**config.mk**
```make
export PLATFORM = sky130hd
export DESIGN_NAME = two_digit_display_animator_unit_flat
export DESIGN_NICKNAME = d
export VERILOG_FILES = /design/src/hdl/tdda_pkg.sv /design/src/hdl/tdda_cmd_if.sv /design/src/hdl/tdda_res_if.sv /design/src/hdl/tdda_divider.sv /design/src/hdl/two_digit_display_animator_unit.sv /design/src/flat_wrapper.sv
export SDC_FILE = /design/constraint.sdc
export NUM_CORES = 1
export LEC_CHECK = 0
export ABC_CLOCK_PERIOD_IN_PS = 18190
export BUFFER_PORTS_ARGS = -buffer_cell sky130_fd_sc_hd__buf_4
export CORE_UTILIZATION = 30
export DETAILED_ROUTE_END_ITERATION = 10
export PLACE_DENSITY = 0.56
export SYNTH_ARGS = -nofsm -noshare
export SYNTH_HDL_FRONTEND = slang
export SYNTH_SLANG_ARGS = --single-unit
export TNS_END_PERCENT = 1
```
**constraint.sdc**
```tcl
create_clock -name clk -period 18.19 [get_ports clk]
set_input_delay 2.7285 -clock clk [delete_from_list [all_inputs] [get_ports clk]]
set_output_delay 2.7285 -clock clk [all_outputs]
set_load 0.02 [all_outputs]
```
**src/hdl/tdda_pkg.sv**
```systemverilog
// Shared types, constants and helper functions for the two-digit display animator.
// Depends on nothing; the interfaces, divider, top level and checker use scoped names, the testbench imports it.
`default_nettype none

package tdda_pkg;

    localparam int VAL_W      = 7;
    localparam int DIGIT_W    = 4;
    localparam int TICK_W     = 20;
    localparam int PER_W      = 16;
    localparam int ACT_W      = 3;
    localparam int STEP_W     = 3;
    localparam int DVD_W      = VAL_W + TICK_W;
    localparam int DIV_STEPS  = DVD_W;
    localparam int DIV_CNT_W  = $clog2(DIV_STEPS + 1);
    localparam int SPIN_STEPS = 8;

    localparam logic [VAL_W-1:0]  VALUE_MAX   = VAL_W'(99);
    localparam logic [TICK_W-1:0] ELAPSED_MAX = '1;
    localparam logic [PER_W-1:0]  SINCE_MAX   = '1;
    localparam logic [TICK_W-1:0] TEN_DIVISOR = TICK_W'(10);
    localparam logic [STEP_W-1:0] STEP_LAST   = STEP_W'(SPIN_STEPS - 1);

    typedef enum logic [ACT_W-1:0] {
        ACT_TICK        = 3'd0,
        ACT_START_COUNT = 3'd1,
        ACT_SPIN_CW     = 3'd2,
        ACT_SPIN_CCW    = 3'd3,
        ACT_STOP        = 3'd4
    } action_t;

    typedef enum logic [1:0] {
        MODE_IDLE  = 2'd0,
        MODE_COUNT = 2'd1,
        MODE_CW    = 2'd2,
        MODE_CCW   = 2'd3
    } mode_t;

    typedef enum logic [1:0] {
        S_IDLE  = 2'd0,
        S_TOTAL = 2'd1,
        S_QUOT  = 2'd2,
        S_EMIT  = 2'd3
    } state_t;

    typedef struct packed {
        logic              start;
        logic [DVD_W-1:0]  dividend;
        logic [TICK_W-1:0] divisor;
    } div_req_t;

    typedef struct packed {
        logic             done;
        logic [DVD_W-1:0] quotient;
    } div_rsp_t;

    typedef struct packed {
        logic [DIGIT_W-1:0] tens;
        logic [DIGIT_W-1:0] ones;
    } digits_t;

    // Values above ninety-nine are pinned to ninety-nine.
    function automatic logic [VAL_W-1:0] clamp_value(input logic [VAL_W-1:0] v);
        return (v > VALUE_MAX) ? VALUE_MAX : v;
    endfunction

    // Split a value of at most 99 into decimal digits. Multiplying by 205 and
    // dropping 11 bits divides by ten exactly for every value below 180.
    function automatic digits_t to_digits(input logic [VAL_W-1:0] v);
        logic [14:0]        prod;
        logic [VAL_W-1:0]   tens_x10;
        logic [VAL_W-1:0]   rest;
        digits_t            d;
        prod     = 15'(v) * 15'd205;
        d.tens   = prod[14:11];
        tens_x10 = VAL_W'(d.tens) * VAL_W'(10);
        rest     = v - tens_x10;
        d.ones   = rest[DIGIT_W-1:0];
        return d;
    endfunction

endpackage

`default_nettype wire

```
**src/hdl/tdda_cmd_if.sv**
```systemverilog
// Command channel of the two-digit display animator: handshake and input fields.
// Depends on tdda_pkg for field widths.
`default_nettype none

interface tdda_cmd_if;
    logic                       valid;
    logic                       ready;
    logic [tdda_pkg::ACT_W-1:0] action;
    logic [tdda_pkg::VAL_W-1:0] from_value;
    logic [tdda_pkg::VAL_W-1:0] to_value;
    logic [tdda_pkg::PER_W-1:0] per_ten_duration;
    logic [tdda_pkg::PER_W-1:0] step_period;

    modport source (
        output valid, action, from_value, to_value, per_ten_duration, step_period,
        input  ready
    );
    modport sink (
        input  valid, action, from_value, to_value, per_ten_duration, step_period,
        output ready
    );
endinterface

`default_nettype wire

```
**src/hdl/tdda_res_if.sv**
```systemverilog
// Result channel of the two-digit display animator: handshake and output fields.
// Depends on tdda_pkg for field widths.
`default_nettype none

interface tdda_res_if;
    logic                         valid;
    logic                         ready;
    logic                         kind;
    logic [tdda_pkg::DIGIT_W-1:0] tens_digit;
    logic [tdda_pkg::DIGIT_W-1:0] ones_digit;
    logic [tdda_pkg::STEP_W-1:0]  spin_step;
    logic                         finished;

    modport source (
        output valid, kind, tens_digit, ones_digit, spin_step, finished,
        input  ready
    );
    modport sink (
        input  valid, kind, tens_digit, ones_digit, spin_step, finished,
        output ready
    );
endinterface

`default_nettype wire

```
**src/hdl/tdda_divider.sv**
```systemverilog
// Restoring serial divider, one quotient bit per cycle.
// Depends on tdda_pkg for widths and the request and response structs.
`default_nettype none

module tdda_divider (
    input  wire logic               clk,
    input  wire logic               rst_n,
    input  wire tdda_pkg::div_req_t req,
    output tdda_pkg::div_rsp_t      rsp
);

    logic                             busy_reg;
    logic                             done_reg;
    logic [tdda_pkg::DIV_CNT_W-1:0]   cnt_reg;
    logic [tdda_pkg::TICK_W-1:0]      rem_reg;
    logic [tdda_pkg::TICK_W-1:0]      dsr_reg;
    logic [tdda_pkg::DVD_W-1:0]       quo_reg;

    logic [tdda_pkg::TICK_W:0]        trial;
    logic [tdda_pkg::TICK_W:0]        diff;
    logic                             fits;

    // Bring down the next dividend bit and try to subtract the divisor.
    assign trial = {rem_reg, quo_reg[tdda_pkg::DVD_W-1]};
    assign fits  = (trial >= {1'b0, dsr_reg});
    assign diff  = trial - {1'b0, dsr_reg};

    always_ff @(posedge clk or negedge rst_n)
    begin
        if (!rst_n)
        begin
            busy_reg <= 1'b0;
            done_reg <= 1'b0;
            cnt_reg  <= '0;
        end
        else if (req.start)
        begin
            busy_reg <= 1'b1;
            done_reg <= 1'b0;
            cnt_reg  <= tdda_pkg::DIV_CNT_W'(tdda_pkg::DIV_STEPS);
        end
        else if (busy_reg)
        begin
            busy_reg <= (cnt_reg != tdda_pkg::DIV_CNT_W'(1));
            done_reg <= (cnt_reg == tdda_pkg::DIV_CNT_W'(1));
            cnt_reg  <= cnt_reg - tdda_pkg::DIV_CNT_W'(1);
        end
        else
        begin
            done_reg <= 1'b0;
        end
    end

    always_ff @(posedge clk)
    begin
        if (req.start)
        begin
            dsr_reg <= req.divisor;
            quo_reg <= req.dividend;
            rem_reg <= '0;
        end
        else if (busy_reg)
        begin
            rem_reg <= fits ? diff[tdda_pkg::TICK_W-1:0] : trial[tdda_pkg::TICK_W-1:0];
            quo_reg <= {quo_reg[tdda_pkg::DVD_W-2:0], fits};
        end
    end

    assign rsp.done     = done_reg;
    assign rsp.quotient = quo_reg;

endmodule

`default_nettype wire

```
**src/hdl/two_digit_display_animator_unit.sv**
```systemverilog
// Top level of the two-digit display animator: sequencer, animation state and
// output register. Depends on tdda_pkg, tdda_cmd_if, tdda_res_if and tdda_divider.
//
//  Channel | Direction | Transaction carries
//  --------+-----------+---------------------------------------------------------
//  cmd     | in        | action, from_value, to_value, per_ten_duration, step_period
//  res     | out       | kind, tens_digit, ones_digit, spin_step, finished
//
// Spin, stop and ignored commands leave the sequencer idle. A start-count command
// holds it in S_TOTAL, and a count tick that does not finish in S_QUOT, until the
// serial divider is done; the divider resolves one of 27 quotient bits per cycle.
// S_QUOT then moves to S_EMIT; a spin tick or a finishing count tick goes straight there.
// After reset the block is idle and takes commands at once.
// A result waits in the output register while the next command is taken; a new
// result is held back only while that register is still full.
`default_nettype none

module two_digit_display_animator_unit (
    input  wire logic    clk,
    input  wire logic    rst_n,
    tdda_cmd_if.sink     cmd,
    tdda_res_if.source   res
);

    // Sequencer and animation state.
    tdda_pkg::state_t                state_reg, state_next;
    tdda_pkg::mode_t                 mode_reg, mode_next;
    logic [tdda_pkg::VAL_W-1:0]      start_reg, start_next;
    logic [tdda_pkg::VAL_W-1:0]      end_reg, end_next;
    logic [tdda_pkg::VAL_W-1:0]      dist_reg, dist_next;
    logic                            up_reg, up_next;
    logic [tdda_pkg::TICK_W-1:0]     total_reg, total_next;
    logic [tdda_pkg::TICK_W-1:0]     elapsed_reg, elapsed_next;
    logic [tdda_pkg::STEP_W-1:0]     step_reg, step_next;
    logic [tdda_pkg::PER_W-1:0]      since_reg, since_next;
    logic [tdda_pkg::PER_W-1:0]      period_reg, period_next;

    // Result waiting for the output register.
    logic                            rslt_kind_reg, rslt_kind_next;
    tdda_pkg::digits_t               rslt_dig_reg, rslt_dig_next;
    logic [tdda_pkg::STEP_W-1:0]     rslt_step_reg, rslt_step_next;
    logic                            rslt_fin_reg, rslt_fin_next;

    // Output register.
    logic                            out_valid_reg, out_valid_next;
    logic                            out_kind_reg, out_kind_next;
    tdda_pkg::digits_t               out_dig_reg, out_dig_next;
    logic [tdda_pkg::STEP_W-1:0]     out_step_reg, out_step_next;
    logic                            out_fin_reg, out_fin_next;

    // Decoded command and shared datapath.
    tdda_pkg::action_t               act;
    logic                            cmd_fire;
    logic                            out_free;
    logic [tdda_pkg::VAL_W-1:0]      from_cl;
    logic [tdda_pkg::VAL_W-1:0]      to_cl;
    logic                            up_in;
    logic [tdda_pkg::VAL_W-1:0]      dist_in;
    logic [tdda_pkg::TICK_W-1:0]     elapsed_inc;
    logic                            count_done;
    logic [tdda_pkg::PER_W-1:0]      since_inc;
    logic                            is_start;
    logic                            tick_div;
    logic [tdda_pkg::TICK_W-1:0]     mul_a;
    logic [tdda_pkg::VAL_W-1:0]      mul_b;
    logic [tdda_pkg::DVD_W-1:0]      mul_prod;
    logic [tdda_pkg::VAL_W-1:0]      quot_val;
    logic [tdda_pkg::VAL_W-1:0]      shown;
    tdda_pkg::div_req_t              div_req;
    tdda_pkg::div_rsp_t              div_rsp;

    assign act      = tdda_pkg::action_t'(cmd.action);
    assign cmd_fire = cmd.valid && cmd.ready;
    assign out_free = !out_valid_reg || res.ready;

    // Command values are pinned to ninety-nine before anything uses them.
    assign from_cl = tdda_pkg::clamp_value(cmd.from_value);
    assign to_cl   = tdda_pkg::clamp_value(cmd.to_value);
    assign up_in   = (to_cl >= from_cl);
    assign dist_in = up_in ? (to_cl - from_cl) : (from_cl - to_cl);

    // Both counters saturate instead of wrapping.
    assign elapsed_inc = (elapsed_reg == tdda_pkg::ELAPSED_MAX) ?
                         elapsed_reg : (elapsed_reg + tdda_pkg::TICK_W'(1));
    assign since_inc   = (since_reg == tdda_pkg::SINCE_MAX) ?
                         since_reg : (since_reg + tdda_pkg::PER_W'(1));
    assign count_done  = (elapsed_inc >= total_reg);

    // The divider runs in two places. A start-count command divides
    // distance times per-ten duration by ten to get the total tick count. A
    // count tick that has not reached the end divides elapsed times distance
    // by the total to get the interpolated offset. One multiplier feeds both,
    // and its product is registered inside the divider.
    assign is_start = (act == tdda_pkg::ACT_START_COUNT);
    assign tick_div = (act == tdda_pkg::ACT_TICK) &&
                      (mode_reg == tdda_pkg::MODE_COUNT) && !count_done;
    assign mul_a    = is_start ? tdda_pkg::TICK_W'(cmd.per_ten_duration) : elapsed_inc;
    assign mul_b    = is_start ? dist_in : dist_reg;
    assign mul_prod = tdda_pkg::DVD_W'(mul_a) * tdda_pkg::DVD_W'(mul_b);

    // Offset is below the distance because elapsed is below the total.
    assign quot_val = div_rsp.quotient[tdda_pkg::VAL_W-1:0];
    assign shown    = up_reg ? (start_reg + quot_val) : (start_reg - quot_val);

    tdda_divider u_div (
        .clk   (clk),
        .rst_n (rst_n),
        .req   (div_req),
        .rsp   (div_rsp)
    );

    // Next state of the sequencer.
    always_comb
    begin
        state_next = state_reg;
        case (state_reg)
            tdda_pkg::S_IDLE:
            begin
                if (cmd_fire)
                begin
                    if (is_start)
                    begin
                        state_next = tdda_pkg::S_TOTAL;
                    end
                    else if (act == tdda_pkg::ACT_TICK && mode_reg != tdda_pkg::MODE_IDLE)
                    begin
                        state_next = tick_div ? tdda_pkg::S_QUOT : tdda_pkg::S_EMIT;
                    end
                end
            end
            tdda_pkg::S_TOTAL:
            begin
                if (div_rsp.done)
                begin
                    state_next = tdda_pkg::S_IDLE;
                end
            end
            tdda_pkg::S_QUOT:
            begin
                if (div_rsp.done)
                begin
                    state_next = tdda_pkg::S_EMIT;
                end
            end
            tdda_pkg::S_EMIT:
            begin
                if (out_free)
                begin
                    state_next = tdda_pkg::S_IDLE;
                end
            end
            default:
            begin
                state_next = tdda_pkg::S_IDLE;
            end
        endcase
    end

    // Outputs of the sequencer: command ready and the divider launch.
    always_comb
    begin
        cmd.ready        = (state_reg == tdda_pkg::S_IDLE);
        div_req.start    = cmd_fire && (is_start || tick_div);
        div_req.dividend = mul_prod;
        div_req.divisor  = is_start ? tdda_pkg::TEN_DIVISOR : total_reg;
    end

    // Animation state, pending result and output register.
    always_comb
    begin
        mode_next      = mode_reg;
        start_next     = start_reg;
        end_next       = end_reg;
        dist_next      = dist_reg;
        up_next        = up_reg;
        total_next     = total_reg;
        elapsed_next   = elapsed_reg;
        step_next      = step_reg;
        since_next     = since_reg;
        period_next    = period_reg;
        rslt_kind_next = rslt_kind_reg;
        rslt_dig_next  = rslt_dig_reg;
        rslt_step_next = rslt_step_reg;
        rslt_fin_next  = rslt_fin_reg;
        out_valid_next = out_valid_reg && !res.ready;
        out_kind_next  = out_kind_reg;
        out_dig_next   = out_dig_reg;
        out_step_next  = out_step_reg;
        out_fin_next   = out_fin_reg;

        case (state_reg)
            tdda_pkg::S_IDLE:
            begin
                if (cmd_fire)
                begin
                    case (act)
                        tdda_pkg::ACT_START_COUNT:
                        begin
                            start_next   = from_cl;
                            end_next     = to_cl;
                            dist_next    = dist_in;
                            up_next      = up_in;
                            elapsed_next = '0;
                            mode_next    = tdda_pkg::MODE_COUNT;
                        end
                        tdda_pkg::ACT_SPIN_CW:
                        begin
                            period_next = cmd.step_period;
                            since_next  = '0;
                            step_next   = '0;
                            mode_next   = tdda_pkg::MODE_CW;
                        end
                        tdda_pkg::ACT_SPIN_CCW:
                        begin
                            period_next = cmd.step_period;
                            since_next  = '0;
                            step_next   = tdda_pkg::STEP_LAST;
                            mode_next   = tdda_pkg::MODE_CCW;
                        end
                        tdda_pkg::ACT_STOP:
                        begin
                            mode_next = tdda_pkg::MODE_IDLE;
                        end
                        tdda_pkg::ACT_TICK:
                        begin
                            if (mode_reg == tdda_pkg::MODE_COUNT)
                            begin
                                elapsed_next = elapsed_inc;
                                if (count_done)
                                begin
                                    // The count has reached its end value.
                                    rslt_kind_next = 1'b0;
                                    rslt_dig_next  = tdda_pkg::to_digits(end_reg);
                                    rslt_step_next = '0;
                                    rslt_fin_next  = 1'b1;
                                    mode_next      = tdda_pkg::MODE_IDLE;
                                end
                            end
                            else if (mode_reg != tdda_pkg::MODE_IDLE)
                            begin
                                elapsed_next = elapsed_inc;
                                since_next   = since_inc;
                                if (since_inc >= period_reg)
                                begin
                                    since_next = '0;
                                    if (mode_reg == tdda_pkg::MODE_CW)
                                    begin
                                        step_next = (step_reg == tdda_pkg::STEP_LAST) ?
                                                    '0 : (step_reg + tdda_pkg::STEP_W'(1));
                                    end
                                    else
                                    begin
                                        step_next = (step_reg == '0) ?
                                                    tdda_pkg::STEP_LAST :
                                                    (step_reg - tdda_pkg::STEP_W'(1));
                                    end
                                end
                                rslt_kind_next = 1'b1;
                                rslt_dig_next  = '0;
                                rslt_step_next = step_next;
                                rslt_fin_next  = 1'b0;
                            end
                        end
                        default:
                        begin
                            // Unused action codes change nothing.
                        end
                    endcase
                end
            end
            tdda_pkg::S_TOTAL:
            begin
                if (div_rsp.done)
                begin
                    total_next = div_rsp.quotient[tdda_pkg::TICK_W-1:0];
                end
            end
            tdda_pkg::S_QUOT:
            begin
                if (div_rsp.done)
                begin
                    rslt_kind_next = 1'b0;
                    rslt_dig_next  = tdda_pkg::to_digits(shown);
                    rslt_step_next = '0;
                    rslt_fin_next  = 1'b0;
                end
            end
            tdda_pkg::S_EMIT:
            begin
                if (out_free)
                begin
                    out_valid_next = 1'b1;
                    out_kind_next  = rslt_kind_reg;
                    out_dig_next   = rslt_dig_reg;
                    out_step_next  = rslt_step_reg;
                    out_fin_next   = rslt_fin_reg;
                end
            end
            default:
            begin
            end
        endcase
    end

    always_ff @(posedge clk or negedge rst_n)
    begin
        if (!rst_n)
        begin
            state_reg     <= tdda_pkg::S_IDLE;
            mode_reg      <= tdda_pkg::MODE_IDLE;
            start_reg     <= '0;
            end_reg       <= '0;
            dist_reg      <= '0;
            up_reg        <= 1'b1;
            total_reg     <= '0;
            elapsed_reg   <= '0;
            step_reg      <= '0;
            since_reg     <= '0;
            period_reg    <= '0;
            out_valid_reg <= 1'b0;
        end
        else
        begin
            state_reg     <= state_next;
            mode_reg      <= mode_next;
            start_reg     <= start_next;
            end_reg       <= end_next;
            dist_reg      <= dist_next;
            up_reg        <= up_next;
            total_reg     <= total_next;
            elapsed_reg   <= elapsed_next;
            step_reg      <= step_next;
            since_reg     <= since_next;
            period_reg    <= period_next;
            out_valid_reg <= out_valid_next;
        end
    end

    // Payload registers carry no reset.
    always_ff @(posedge clk)
    begin
        rslt_kind_reg <= rslt_kind_next;
        rslt_dig_reg  <= rslt_dig_next;
        rslt_step_reg <= rslt_step_next;
        rslt_fin_reg  <= rslt_fin_next;
        out_kind_reg  <= out_kind_next;
        out_dig_reg   <= out_dig_next;
        out_step_reg  <= out_step_next;
        out_fin_reg   <= out_fin_next;
    end

    assign res.valid      = out_valid_reg;
    assign res.kind       = out_kind_reg;
    assign res.tens_digit = out_dig_reg.tens;
    assign res.ones_digit = out_dig_reg.ones;
    assign res.spin_step  = out_step_reg;
    assign res.finished   = out_fin_reg;

endmodule

`default_nettype wire

```
**src/flat_wrapper.sv**
```systemverilog
// flat-port wrapper written by rule: the top's interface ports become plain ports
module two_digit_display_animator_unit_flat 
  (clk, rst_n, cmd_valid, cmd_action, cmd_from_value, cmd_to_value, cmd_per_ten_duration, cmd_step_period, cmd_ready, res_valid, res_kind, res_tens_digit, res_ones_digit, res_spin_step, res_finished, res_ready);
  tdda_cmd_if cmd_i ();
  tdda_res_if res_i ();
  input  wire logic clk;
  input  wire logic rst_n;
  input wire logic [$bits(cmd_i.valid)-1:0] cmd_valid;
  input wire logic [$bits(cmd_i.action)-1:0] cmd_action;
  input wire logic [$bits(cmd_i.from_value)-1:0] cmd_from_value;
  input wire logic [$bits(cmd_i.to_value)-1:0] cmd_to_value;
  input wire logic [$bits(cmd_i.per_ten_duration)-1:0] cmd_per_ten_duration;
  input wire logic [$bits(cmd_i.step_period)-1:0] cmd_step_period;
  output wire logic [$bits(cmd_i.ready)-1:0] cmd_ready;
  output wire logic [$bits(res_i.valid)-1:0] res_valid;
  output wire logic [$bits(res_i.kind)-1:0] res_kind;
  output wire logic [$bits(res_i.tens_digit)-1:0] res_tens_digit;
  output wire logic [$bits(res_i.ones_digit)-1:0] res_ones_digit;
  output wire logic [$bits(res_i.spin_step)-1:0] res_spin_step;
  output wire logic [$bits(res_i.finished)-1:0] res_finished;
  input wire logic [$bits(res_i.ready)-1:0] res_ready;
  assign cmd_i.valid = cmd_valid;
  assign cmd_i.action = cmd_action;
  assign cmd_i.from_value = cmd_from_value;
  assign cmd_i.to_value = cmd_to_value;
  assign cmd_i.per_ten_duration = cmd_per_ten_duration;
  assign cmd_i.step_period = cmd_step_period;
  assign cmd_ready = cmd_i.ready;
  assign res_valid = res_i.valid;
  assign res_kind = res_i.kind;
  assign res_tens_digit = res_i.tens_digit;
  assign res_ones_digit = res_i.ones_digit;
  assign res_spin_step = res_i.spin_step;
  assign res_finished = res_i.finished;
  assign res_i.ready = res_ready;
  two_digit_display_animator_unit u_core (.clk(clk), .rst_n(rst_n), .cmd(cmd_i), .res(res_i));
endmodule
```
==> flow_summary.html, run 1 <==
<table>
<tr><th>Metric</th><th>Value</th></tr>
<tr><th colspan="2">Status</th></tr>
<tr><td>Status</td><td>complete, no violations</td></tr>
<tr><th colspan="2">Floorplan</th></tr>
<tr><td>Area of the core</td><td>roughly 59000 um2</td></tr>
<tr><td>Effective utilization at floorplan</td><td>0.303</td></tr>
<tr><td>Chip Width</td><td>approximately 250 um</td></tr>
<tr><td>Total number of placement rows</td><td>89</td></tr>
<tr><td>Chip Height</td><td>246 um</td></tr>
<tr><td>Die area</td><td>between 60000 and 70000 um2</td></tr>
<tr><td># IOs</td><td>68</td></tr>
<tr><th colspan="2">Detailed routing</th></tr>
<tr><td>Number of nets with antenna violations after routing</td><td>0</td></tr>
<tr><td>Drt first-iter violations</td><td>574</td></tr>
<tr><td>Highest metal layer used by the detailed router</td><td>met5</td></tr>
<tr><td>Aggregate routed wire length</td><td>43500 um</td></tr>
<tr><td>Met1 routed wirelength after detailed routing</td><td>20800 um</td></tr>
<tr><td>DRC violations left</td><td>0</td></tr>
<tr><td>First drt pass iteration count</td><td>7</td></tr>
<tr><td>Met2 WL post-DR</td><td>~20000 um</td></tr>
<tr><td>Wirelength per Cell</td><td>around 16 um</td></tr>
<tr><td>Detail-routed via count per cell</td><td>between 4 and 5</td></tr>
<tr><td>Met3 routed WL</td><td>approximately 1600 um</td></tr>
<tr><td>Routed vias</td><td>between 10000 and 15000</td></tr>
<tr><th colspan="2">Yosys</th></tr>
<tr><td>Number of distinct library cells after synthesis</td><td>between 70 and 80</td></tr>
<tr><td>Number of nets in the synthesized netlist</td><td>2272</td></tr>
<tr><td>Gate Count Post-Synth</td><td>around 1900</td></tr>
<tr><td>Sequential area share after synthesis</td><td>0.298</td></tr>
<tr><td>Top_reg_cell synth</td><td>dfrtp_1</td></tr>
<tr><td>Synth Cell Area</td><td>approximately 18000 um2</td></tr>
<tr><td>Post-synthesis average cell area</td><td>~9.4 um2</td></tr>
<tr><td>FF+latch count, synth</td><td>approximately 200</td></tr>
<tr><td>Number of flops mapped to enable cells by yosys</td><td>73</td></tr>
<tr><td>Synth async-reset ratio</td><td>0.540</td></tr>
<tr><td>Syn. warnings</td><td>0</td></tr>
<tr><th colspan="2">Finish</th></tr>
<tr><td>Growth of design area from synthesis to finish</td><td>12.4%</td></tr>
<tr><td>Post-route cell area</td><td>between 20000 and 25000 um2</td></tr>
<tr><td>Utilization after layout</td><td>0.341</td></tr>
<tr><td>Final instance count without filler cells</td><td>roughly 2800</td></tr>
<tr><td>Total of fill cells in the finished design</td><td>roughly 6000</td></tr>
<tr><td>Flip-flop count of the largest register, all copies and words added</td><td>27</td></tr>
<tr><td>Fraction of final layout cells with drive strength greater than 1</td><td>0.115</td></tr>
<tr><td>Ant. Diodes</td><td>0</td></tr>
<tr><td>Final-stage net count</td><td>2327</td></tr>
<tr><th colspan="2">Timing</th></tr>
<tr><td>Clock period minus final worst setup slack</td><td>approximately 10 ns</td></tr>
<tr><td>Maximum clock rate</td><td>97.8 MHz</td></tr>
<tr><td>Unrepaired setup endpoints after global routing</td><td>no</td></tr>
<tr><td>Endpoints failing hold</td><td>0</td></tr>
<tr><td>Max-slew violation count</td><td>0</td></tr>
<tr><td>Max_slew headroom</td><td>0.203</td></tr>
<tr><td>Final critical-path share of the clock period</td><td>0.562</td></tr>
<tr><td>Final TNS setup</td><td>0 ns</td></tr>
<tr><td>Clock Skew</td><td>a little over 0.009 ns</td></tr>
<tr><td>Number of setup violations in the final report</td><td>0</td></tr>
<tr><td>Tightest Pin Transition</td><td>about 1.2 ns</td></tr>
<tr><th colspan="2">Clock tree</th></tr>
<tr><td>Clk_lat worst skew</td><td>0.53 ns</td></tr>
<tr><td>Register clock-pin slew on the reported worst setup and hold paths</td><td>approximately 0.060 ns</td></tr>
<tr><td>Number of buffers inserted by hold repair at cts</td><td>0</td></tr>
<tr><td>H-tree depth reported by CTS</td><td>1</td></tr>
<tr><td>Clock tree from TritonCTS</td><td>built</td></tr>
<tr><td>Post-CTS setup buffers</td><td>0</td></tr>
<tr><td>Buffers from clock root to sink, at most</td><td>3</td></tr>
<tr><td>Quantity of gates resized following cts</td><td>0</td></tr>
<tr><td>CTS Root Buffer Type</td><td>clkbuf_16</td></tr>
<tr><td># clock sinks</td><td>202</td></tr>
<tr><td>Total CTS buffers</td><td>25</td></tr>
<tr><th colspan="2">Critical path</th></tr>
<tr><td>Critical Path End Type</td><td>register</td></tr>
<tr><td>Critical-path maximum fanout</td><td>16</td></tr>
<tr><td>Startpoint Class</td><td>input pin</td></tr>
<tr><td>Worst path bufs/invs</td><td>4</td></tr>
<tr><td>Critical path class</td><td>in2reg</td></tr>
<tr><td>Cell with the most instances on the worst path</td><td>fa_1</td></tr>
<tr><td>Arrival time of data at the critical path endpoint</td><td>roughly 11 ns</td></tr>
<tr><td>Cell with the largest stage delay on the worst path</td><td>a221oi_4</td></tr>
<tr><td>Crit path largest cell delay</td><td>~0.61 ns</td></tr>
<tr><td>Top delay family on crit path</td><td>adder cells</td></tr>
<tr><td>Req. time, crit path</td><td>18.46 ns</td></tr>
<tr><th colspan="2">GRT</th></tr>
<tr><td>Largest net degree at the start of global routing</td><td>71</td></tr>
<tr><td>Global-route wire length before repair</td><td>about 72000 um</td></tr>
<tr><td>Total global routing overflow</td><td>0</td></tr>
<tr><td>Number of global-route vias before repair</td><td>14100</td></tr>
<tr><td>Number of antenna violations at the first check in global routing</td><td>2</td></tr>
<tr><td>Global router's overall resource usage</td><td>0.146</td></tr>
<tr><th colspan="2">Hold path</th></tr>
<tr><td>Min-Delay Path Class</td><td>reg2reg</td></tr>
<tr><th colspan="2">Placement</th></tr>
<tr><td>Post-Place Cells</td><td>2711</td></tr>
<tr><td>Post-DP HPWL</td><td>roughly 34000 um</td></tr>
<tr><td>Total cell area at the placement stage</td><td>just under 20000 um2</td></tr>
<tr><td>Input/output buffers</td><td>67</td></tr>
<tr><td>Weighted congestion at the end of routability-driven global placement</td><td>approximately 0.85</td></tr>
<tr><th colspan="2">Job</th></tr>
<tr><td># Max-Cap Violations</td><td>0</td></tr>
</table>
[kinds of logic (layout without fill, tap and decap cells)]
logic type | after synthesis | after routing | share of synthesized area
XOR/XNOR | 95 | 95 | 0.0466
flip-flops | 202 | 202 | 0.298
AO/OA/AOI/OAI | 357 | 357 | 0.129
AND/OR/NAND/NOR | 582 | 582 | 0.155
adder cells (fa/ha/maj) | 309 | 309 | 0.263
multiplexers | 76 | 76 | 0.0462
buffers and inverters | 289 | 362 | 0.0628
[per-layer routing]
metal | track usage | up-vias
li1 | - | 6625
met1 | 0.198 | 6708
met2 | 0.244 | 237
met3 | 0.0184 | 55
met4 | 0.0338 | 2
met5 | 0 | -
[metrics by stage]
| step | setup slack (ns) | hold slack [ns] |
|---|---|---|
| 2_1_floorplan | 8.40 | 0.400 |
| 3_3_place_gp | 7.53 | 0.403 |
| 3_5_place_dp | 7.39 | 0.410 |
| 4_1_cts | 7.93 | 0.424 |
| 5_1_grt | 7.44 | 0.428 |
| 6_report | 7.96 | 0.423 |
[worst paths after layout]
kind                                                       startpoint                                  to  slack [ns]  depth (start not counted)
worst max-delay path                                  cmd_to_value[2]  u_core.u_div.quo_reg[19]$_DFFE_PP_        7.96                         29
worst min-delay path            u_core.rslt_step_reg[0]$_SDFFCE_PP0P_   u_core.res.spin_step[0]$_DFFE_PP_        0.42                          0
worst max register to register      u_core.elapsed_reg[0]$_DFFE_PN0P_  u_core.u_div.quo_reg[19]$_DFFE_PP_       10.34                         25
worst min register to register  u_core.rslt_step_reg[0]$_SDFFCE_PP0P_   u_core.res.spin_step[0]$_DFFE_PP_        0.42                          0
max in group asynchronous                                       rst_n    u_core.total_reg[12]$_DFFE_PN0P_       14.61                          2
min in group asynchronous                                       rst_n    u_core.since_reg[13]$_DFFE_PN0P_        2.19                          1
[placed cells by master, fill, tap and decap left out, drive strengths merged, types with 8 or more instances in the layout]
cell,synthesis,routed
xor2,38,38
xnor2,57,57
or2,23,23
ha,198,198
nand4,21,21
o31ai,8,8
nand2b,35,35
a31oi,12,12
nor3,33,33
fa,111,111
and3,12,12
a211oi,25,25
clkbuf,43,28
a21oi,104,104
o21a,15,15
and2,11,11
a21o,29,29
nor4,8,8
edfxtp,73,73
mux2i,30,30
dfxtp,20,20
a22o,21,21
or3,9,9
nor2b,16,16
inv,231,237
dfrtp,108,108
mux2,46,46
buf,15,86
nor2,228,228
nand2,128,128
o21ai,96,96
nand3,41,41
[synthesized netlist by cell type, drive strengths merged, types with 3 or more instances]
library cell | n | share of area
inv | 231 | 0.049
nor2 | 228 | 0.049
ha | 198 | 0.14
nand2 | 128 | 0.027
fa | 111 | 0.12
dfrtp | 108 | 0.15
a21oi | 104 | 0.030
o21ai | 96 | 0.027
edfxtp | 73 | 0.12
xnor2 | 57 | 0.028
mux2 | 46 | 0.029
clkbuf | 43 | 0.0090
nand3 | 41 | 0.012
xor2 | 38 | 0.019
nand2b | 35 | 0.012
nor3 | 33 | 0.0092
mux2i | 30 | 0.017
a21o | 29 | 0.012
a211oi | 25 | 0.011
or2 | 23 | 0.0081
a22o | 21 | 0.010
nand4 | 21 | 0.0074
dfxtp | 20 | 0.022
nor2b | 16 | 0.0056
buf | 15 | 0.0053
o21a | 15 | 0.0064
a31oi | 12 | 0.0050
and3 | 12 | 0.0042
and2 | 11 | 0.0039
or3 | 9 | 0.0032
nor4 | 8 | 0.0045
o31ai | 8 | 0.0034
nor3b | 7 | 0.0029
a211o | 6 | 0.0029
o21bai | 5 | 0.0021
o22ai | 5 | 0.0018
a21boi | 4 | 0.0017
o211ai | 4 | 0.0020
a2111oi | 3 | 0.0015
a221oi | 3 | 0.0028
and4 | 3 | 0.0016
[final cells by class]
cell class | instances | area [um2] | area share
Clock buffer | 28 | 647 | 0.0322
Clock inverter | 17 | 199 | 0.00991
Inverter | 231 | 867 | 0.0432
Multi-Input combinational cell | 1419 | 11400 | 0.569
Sequential cell | 202 | 5320 | 0.265
Tap cell | 773 | 967 | 0.0482
Timing Repair Buffer | 86 | 646 | 0.0321
Power of run 1 is not shown: default switching activity piles up to over one toggle a cycle in this logic, so the estimate is an artifact.
==> inputs of run 2 (changes only) <==
- ABC_AREA: unset -> 1
- ABC_CLOCK_PERIOD_IN_PS: 18190 -> 9600
- PLACE_DENSITY: 0.56 -> 0.55
- clock period: 18.19 -> 9.6 ns (I/O delays scaled with it)
==> flow_summary.html, run 2 <==
<table>
<tr><th>Metric</th><th>Value</th></tr>
<tr><th colspan="2">Status</th></tr>
<tr><td>Status</td><td>complete, no violations</td></tr>
<tr><th colspan="2">Clock tree</th></tr>
<tr><td>CTS Root Buffer Type</td><td>clkbuf_16</td></tr>
<tr><td>H-tree depth reported by CTS</td><td>1 (unchanged)</td></tr>
<tr><td>Buffers from clock root to sink, at most</td><td>3 (unchanged)</td></tr>
<tr><td># clock sinks</td><td>202 (unchanged)</td></tr>
<tr><td>Post-CTS setup buffers</td><td>0 (unchanged)</td></tr>
<tr><td>Quantity of gates resized following cts</td><td>0 (unchanged)</td></tr>
<tr><td>Number of buffers inserted by hold repair at cts</td><td>0 (unchanged)</td></tr>
<tr><td>Total CTS buffers</td><td>25 (unchanged)</td></tr>
<tr><td>Clock tree from TritonCTS</td><td>built</td></tr>
<tr><td>Clk_lat worst skew</td><td>0.54 ns (about the same)</td></tr>
<tr><td>Register clock-pin slew on the reported worst setup and hold paths</td><td>0.06 ns (about the same)</td></tr>
<tr><th colspan="2">Detailed routing</th></tr>
<tr><td>Wirelength per Cell</td><td>15.4 um (-2.3%)</td></tr>
<tr><td>Drt first-iter violations</td><td>1063 (+85%)</td></tr>
<tr><td>Detail-routed via count per cell</td><td>4.71 (-4.8%)</td></tr>
<tr><td>Routed vias</td><td>16200 (+19%)</td></tr>
<tr><td>DRC violations left</td><td>0 (unchanged)</td></tr>
<tr><td>First drt pass iteration count</td><td>7 (unchanged)</td></tr>
<tr><td>Number of nets with antenna violations after routing</td><td>0 (unchanged)</td></tr>
<tr><td>Aggregate routed wire length</td><td>53000 um (+22%)</td></tr>
<tr><th colspan="2">Yosys</th></tr>
<tr><td>Synth Area in Adders</td><td>0.242 (-0.0208)</td></tr>
<tr><td>Synth Cell Area</td><td>19400 um2 (+8.6%)</td></tr>
<tr><td>Area contributors post-synth</td><td>dfrtp_1 14%, ha_1 13%, fa_1 11%</td></tr>
<tr><td>Top_reg_cell synth</td><td>dfrtp_1</td></tr>
<tr><td>Combinational family with the most area after synthesis</td><td>adder cells</td></tr>
<tr><td>Portion of synthesized cell area occupied by the leading cell type</td><td>0.139 (-0.0120)</td></tr>
<tr><td>Most instantiated library cell after synthesis</td><td>nand2_1</td></tr>
<tr><td>FF+latch count, synth</td><td>202 (unchanged)</td></tr>
<tr><td>Area leader, netlist</td><td>dfrtp_1</td></tr>
<tr><td>XOR/XNOR share of the synthesized area</td><td>0.0325 (-0.0141)</td></tr>
<tr><td>Gate Count Post-Synth</td><td>2530 (+32%)</td></tr>
<tr><td>Number of flops mapped to enable cells by yosys</td><td>73 (unchanged)</td></tr>
<tr><td>Cell types with the highest counts after synthesis</td><td>545 x nand2_1, 457 x inv_1, 200 x nor2_1</td></tr>
<tr><td>Number of distinct library cells after synthesis</td><td>58 (-26%)</td></tr>
<tr><td>Post-synthesis mux area share</td><td>0.000580 (-0.0456)</td></tr>
<tr><td>Compound-Gate Fraction of Synth Area</td><td>0.110 (-0.0184)</td></tr>
<tr><td>Simple-gate portion of the synthesized area</td><td>0.232 (+0.0769)</td></tr>
<tr><td>Number of nets in the synthesized netlist</td><td>2892 (+27%)</td></tr>
<tr><td>Synth async-reset ratio</td><td>0.540 (unchanged)</td></tr>
<tr><td>Sequential area share after synthesis</td><td>0.274 (-0.0235)</td></tr>
<tr><td>Post-synthesis average cell area</td><td>7.67 um2 (-18%)</td></tr>
<tr><td>Syn. warnings</td><td>0 (unchanged)</td></tr>
<tr><th colspan="2">Timing</th></tr>
<tr><td>Number of setup violations in the final report</td><td>0 (unchanged)</td></tr>
<tr><td>Tightest Pin Transition</td><td>1.06 ns (-0.135 ns)</td></tr>
<tr><td>Clock Skew</td><td>0.0151 ns (+0.00599 ns)</td></tr>
<tr><td>Unrepaired setup endpoints after global routing</td><td>no</td></tr>
<tr><td>Maximum clock rate</td><td>between 100 and 150 MHz</td></tr>
<tr><td>Max_slew headroom</td><td>0.293 (+0.0904)</td></tr>
<tr><td>Final critical-path share of the clock period</td><td>0.840</td></tr>
<tr><td>Clock period minus final worst setup slack</td><td>8.06 ns</td></tr>
<tr><td>Endpoints failing hold</td><td>0 (unchanged)</td></tr>
<tr><td>Max-slew violation count</td><td>0 (unchanged)</td></tr>
<tr><td>Final TNS setup</td><td>0 ns (unchanged)</td></tr>
<tr><th colspan="2">Hold path</th></tr>
<tr><td>Hold worst-path end</td><td>u_core.res.ones_digit[2]$_DFFE_PP_</td></tr>
<tr><td>Min-Delay Path Class</td><td>reg2reg</td></tr>
<tr><td>Startpoint of the most critical hold path</td><td>u_core.rslt_dig_reg[2]$_DFFE_PP_</td></tr>
<tr><td>Hold depth</td><td>0 (unchanged)</td></tr>
<tr><th colspan="2">Critical path</th></tr>
<tr><td>Worst Reg2Reg Path Length in Cells</td><td>27 (+8.0%)</td></tr>
<tr><td>Top delay family on crit path</td><td>adder cells</td></tr>
<tr><td>Cell with the most instances on the worst path</td><td>inv_1</td></tr>
<tr><td>Reg-to-reg startpoint</td><td>u_core.elapsed_reg[0]$_DFFE_PN0P_</td></tr>
<tr><td>Crit path largest cell delay</td><td>0.68 ns (+0.07 ns)</td></tr>
<tr><td>Slack of the worst reg-to-reg path</td><td>2.93 ns (-7.41 ns)</td></tr>
<tr><td>Req. time, crit path</td><td>9.88 ns (-8.58 ns)</td></tr>
<tr><td>Critical-path maximum fanout</td><td>16 (unchanged)</td></tr>
<tr><td>Worst flop-to-flop path endpoint</td><td>u_core.u_div.quo_reg[20]$_DFFE_PP_</td></tr>
<tr><td>Arrival time of data at the critical path endpoint</td><td>8.34 ns (-2.16 ns)</td></tr>
<tr><td>Critical path class</td><td>in2reg</td></tr>
<tr><td>Start point of the critical path</td><td>cmd_from_value[5]</td></tr>
<tr><td>Critical Path End Type</td><td>register</td></tr>
<tr><td>Cell count along the critical path</td><td>28 (-3.4%)</td></tr>
<tr><td>Cell with the largest stage delay on the worst path</td><td>o21ai_2</td></tr>
<tr><td>Startpoint Class</td><td>input pin</td></tr>
<tr><td>Worst path bufs/invs</td><td>6 (+2)</td></tr>
<tr><th colspan="2">Floorplan</th></tr>
<tr><td>Total number of placement rows</td><td>92 (+3.4%)</td></tr>
<tr><td># IOs</td><td>68 (unchanged)</td></tr>
<tr><td>Die area</td><td>65700 um2 (+8.5%)</td></tr>
<tr><td>Effective utilization at floorplan</td><td>0.305 (+0.00202)</td></tr>
<tr><td>Area of the core</td><td>63500 um2 (+7.9%)</td></tr>
<tr><td>Chip Width</td><td>256 um (+4.2%)</td></tr>
<tr><td>Chip Height</td><td>256 um (+4.2%)</td></tr>
<tr><th colspan="2">Placement</th></tr>
<tr><td>Input/output buffers</td><td>67 (unchanged)</td></tr>
<tr><td>Post-DP HPWL</td><td>42500 um (+25%)</td></tr>
<tr><td>Weighted congestion at the end of routability-driven global placement</td><td>0.915 (+8.1%)</td></tr>
<tr><th colspan="2">Finish</th></tr>
<tr><td>Flip-flop count of the largest register, all copies and words added</td><td>27 (unchanged)</td></tr>
<tr><td>Growth of design area from synthesis to finish</td><td>10.9%</td></tr>
<tr><td>Final-stage net count</td><td>2941 (+26%)</td></tr>
<tr><td>Utilization after layout</td><td>0.339 (-0.00225)</td></tr>
<tr><td>Commonest cells after routing, fill and taps aside</td><td>545 x nand2_1, 457 x inv_1, 200 x nor2_1, 198 x ha_1, 154 x o21ai_0</td></tr>
<tr><td>Fraction of final layout cells with drive strength greater than 1</td><td>0.0866 (-0.0283)</td></tr>
<tr><td>Most frequent standard cell in the layout excluding fill and tap cells</td><td>nand2_1</td></tr>
<tr><td>Ant. Diodes</td><td>0 (unchanged)</td></tr>
<tr><th colspan="2">GRT</th></tr>
<tr><td>Total global routing overflow</td><td>0 (unchanged)</td></tr>
<tr><td>Number of antenna violations at the first check in global routing</td><td>0 (-2)</td></tr>
<tr><td>Global-route wire length before repair</td><td>85300 um (+19%)</td></tr>
<tr><td>Largest net degree at the start of global routing</td><td>68 (-4.2%)</td></tr>
<tr><td>Global router's overall resource usage</td><td>0.161 (+0.0151)</td></tr>
<tr><td>Number of global-route vias before repair</td><td>16000 (+14%)</td></tr>
<tr><th colspan="2">Job</th></tr>
<tr><td># Max-Cap Violations</td><td>0 (unchanged)</td></tr>
</table>
[run 2: cell count changes in the layout (fill, tap and decap cells not counted), sizes merged, moves of 17 or more]
cell / change
a22o: -21
nand4: +28
inv: +244
nand2: +432
a21o: -22
a211oi: -22
nand3: +84
o21ai: +89
mux2: -45
xnor2: -40
a21oi: +34
mux2i: -30
nand2b: -35
xor2: +17
[run 2: cell type report]
cell class | instances | area [um2]
inverters | 479 | 1810
fillers | 6789 | 42000
multi-input cells | 1793 | 12000
clock buffers | 31 | 648
well taps | 846 | 1060
clock inverters | 14 | 121
flip-flops and latches | 202 | 5320
repair buffers | 78 | 586
[run 2: worst register-to-register path, delay by kind of cell, from the launching register on]
family          cells  cell delay [ns]
simple gates       12             1.61
compound gates      5             1.40
fa+ha+maj           6             2.68
flops               1             0.43
buf+inv             4             0.26
[run 2: how the worst max path moves through the flow]
stage	end
floorplan	u_core.u_div.quo_reg[26]$_DFFE_PP_
global placement	u_core.u_div.quo_reg[20]$_DFFE_PP_
detailed placement	u_core.u_div.quo_reg[20]$_DFFE_PP_
CTS	u_core.u_div.quo_reg[26]$_DFFE_PP_
global route	u_core.u_div.quo_reg[23]$_DFFE_PP_
finish	u_core.u_div.quo_reg[23]$_DFFE_PP_
[run 2: logic make-up (layout without fill, tap and decap cells)]
kind of cell	Yosys count	in the layout
mux	1	1
simple gates	1031	1031
flops	202	202
fa+ha+maj	309	309
xor+xnor	72	72
compound gates	380	380
buf+inv	535	602
[run 2: through the flow]
stage / cell area, um2 / setup slack [ns] / instances / hold WS (ns)
floorplan: 19400 / 2.26 / 2530 / 0.400
global placement: 20700 / 1.13 / 3398 / 0.402
detailed placement: 20700 / 1.01 / 3398 / 0.405
CTS: 21500 / 1.58 / 3443 / 0.420
global route: 21500 / 0.878 / 3443 / 0.427
finish: 21500 / 1.54 / 3443 / 0.418
[run 2: routing by layer]
metal,wire [um],vias up,global-route usage
met4,1510,0,0.0492
met5,0,-,0
li1,-,8223,-
met1,24400,7628,0.211
met3,1560,73,0.0127
met2,25600,283,0.280
Power of run 2 is left out for the same reason.
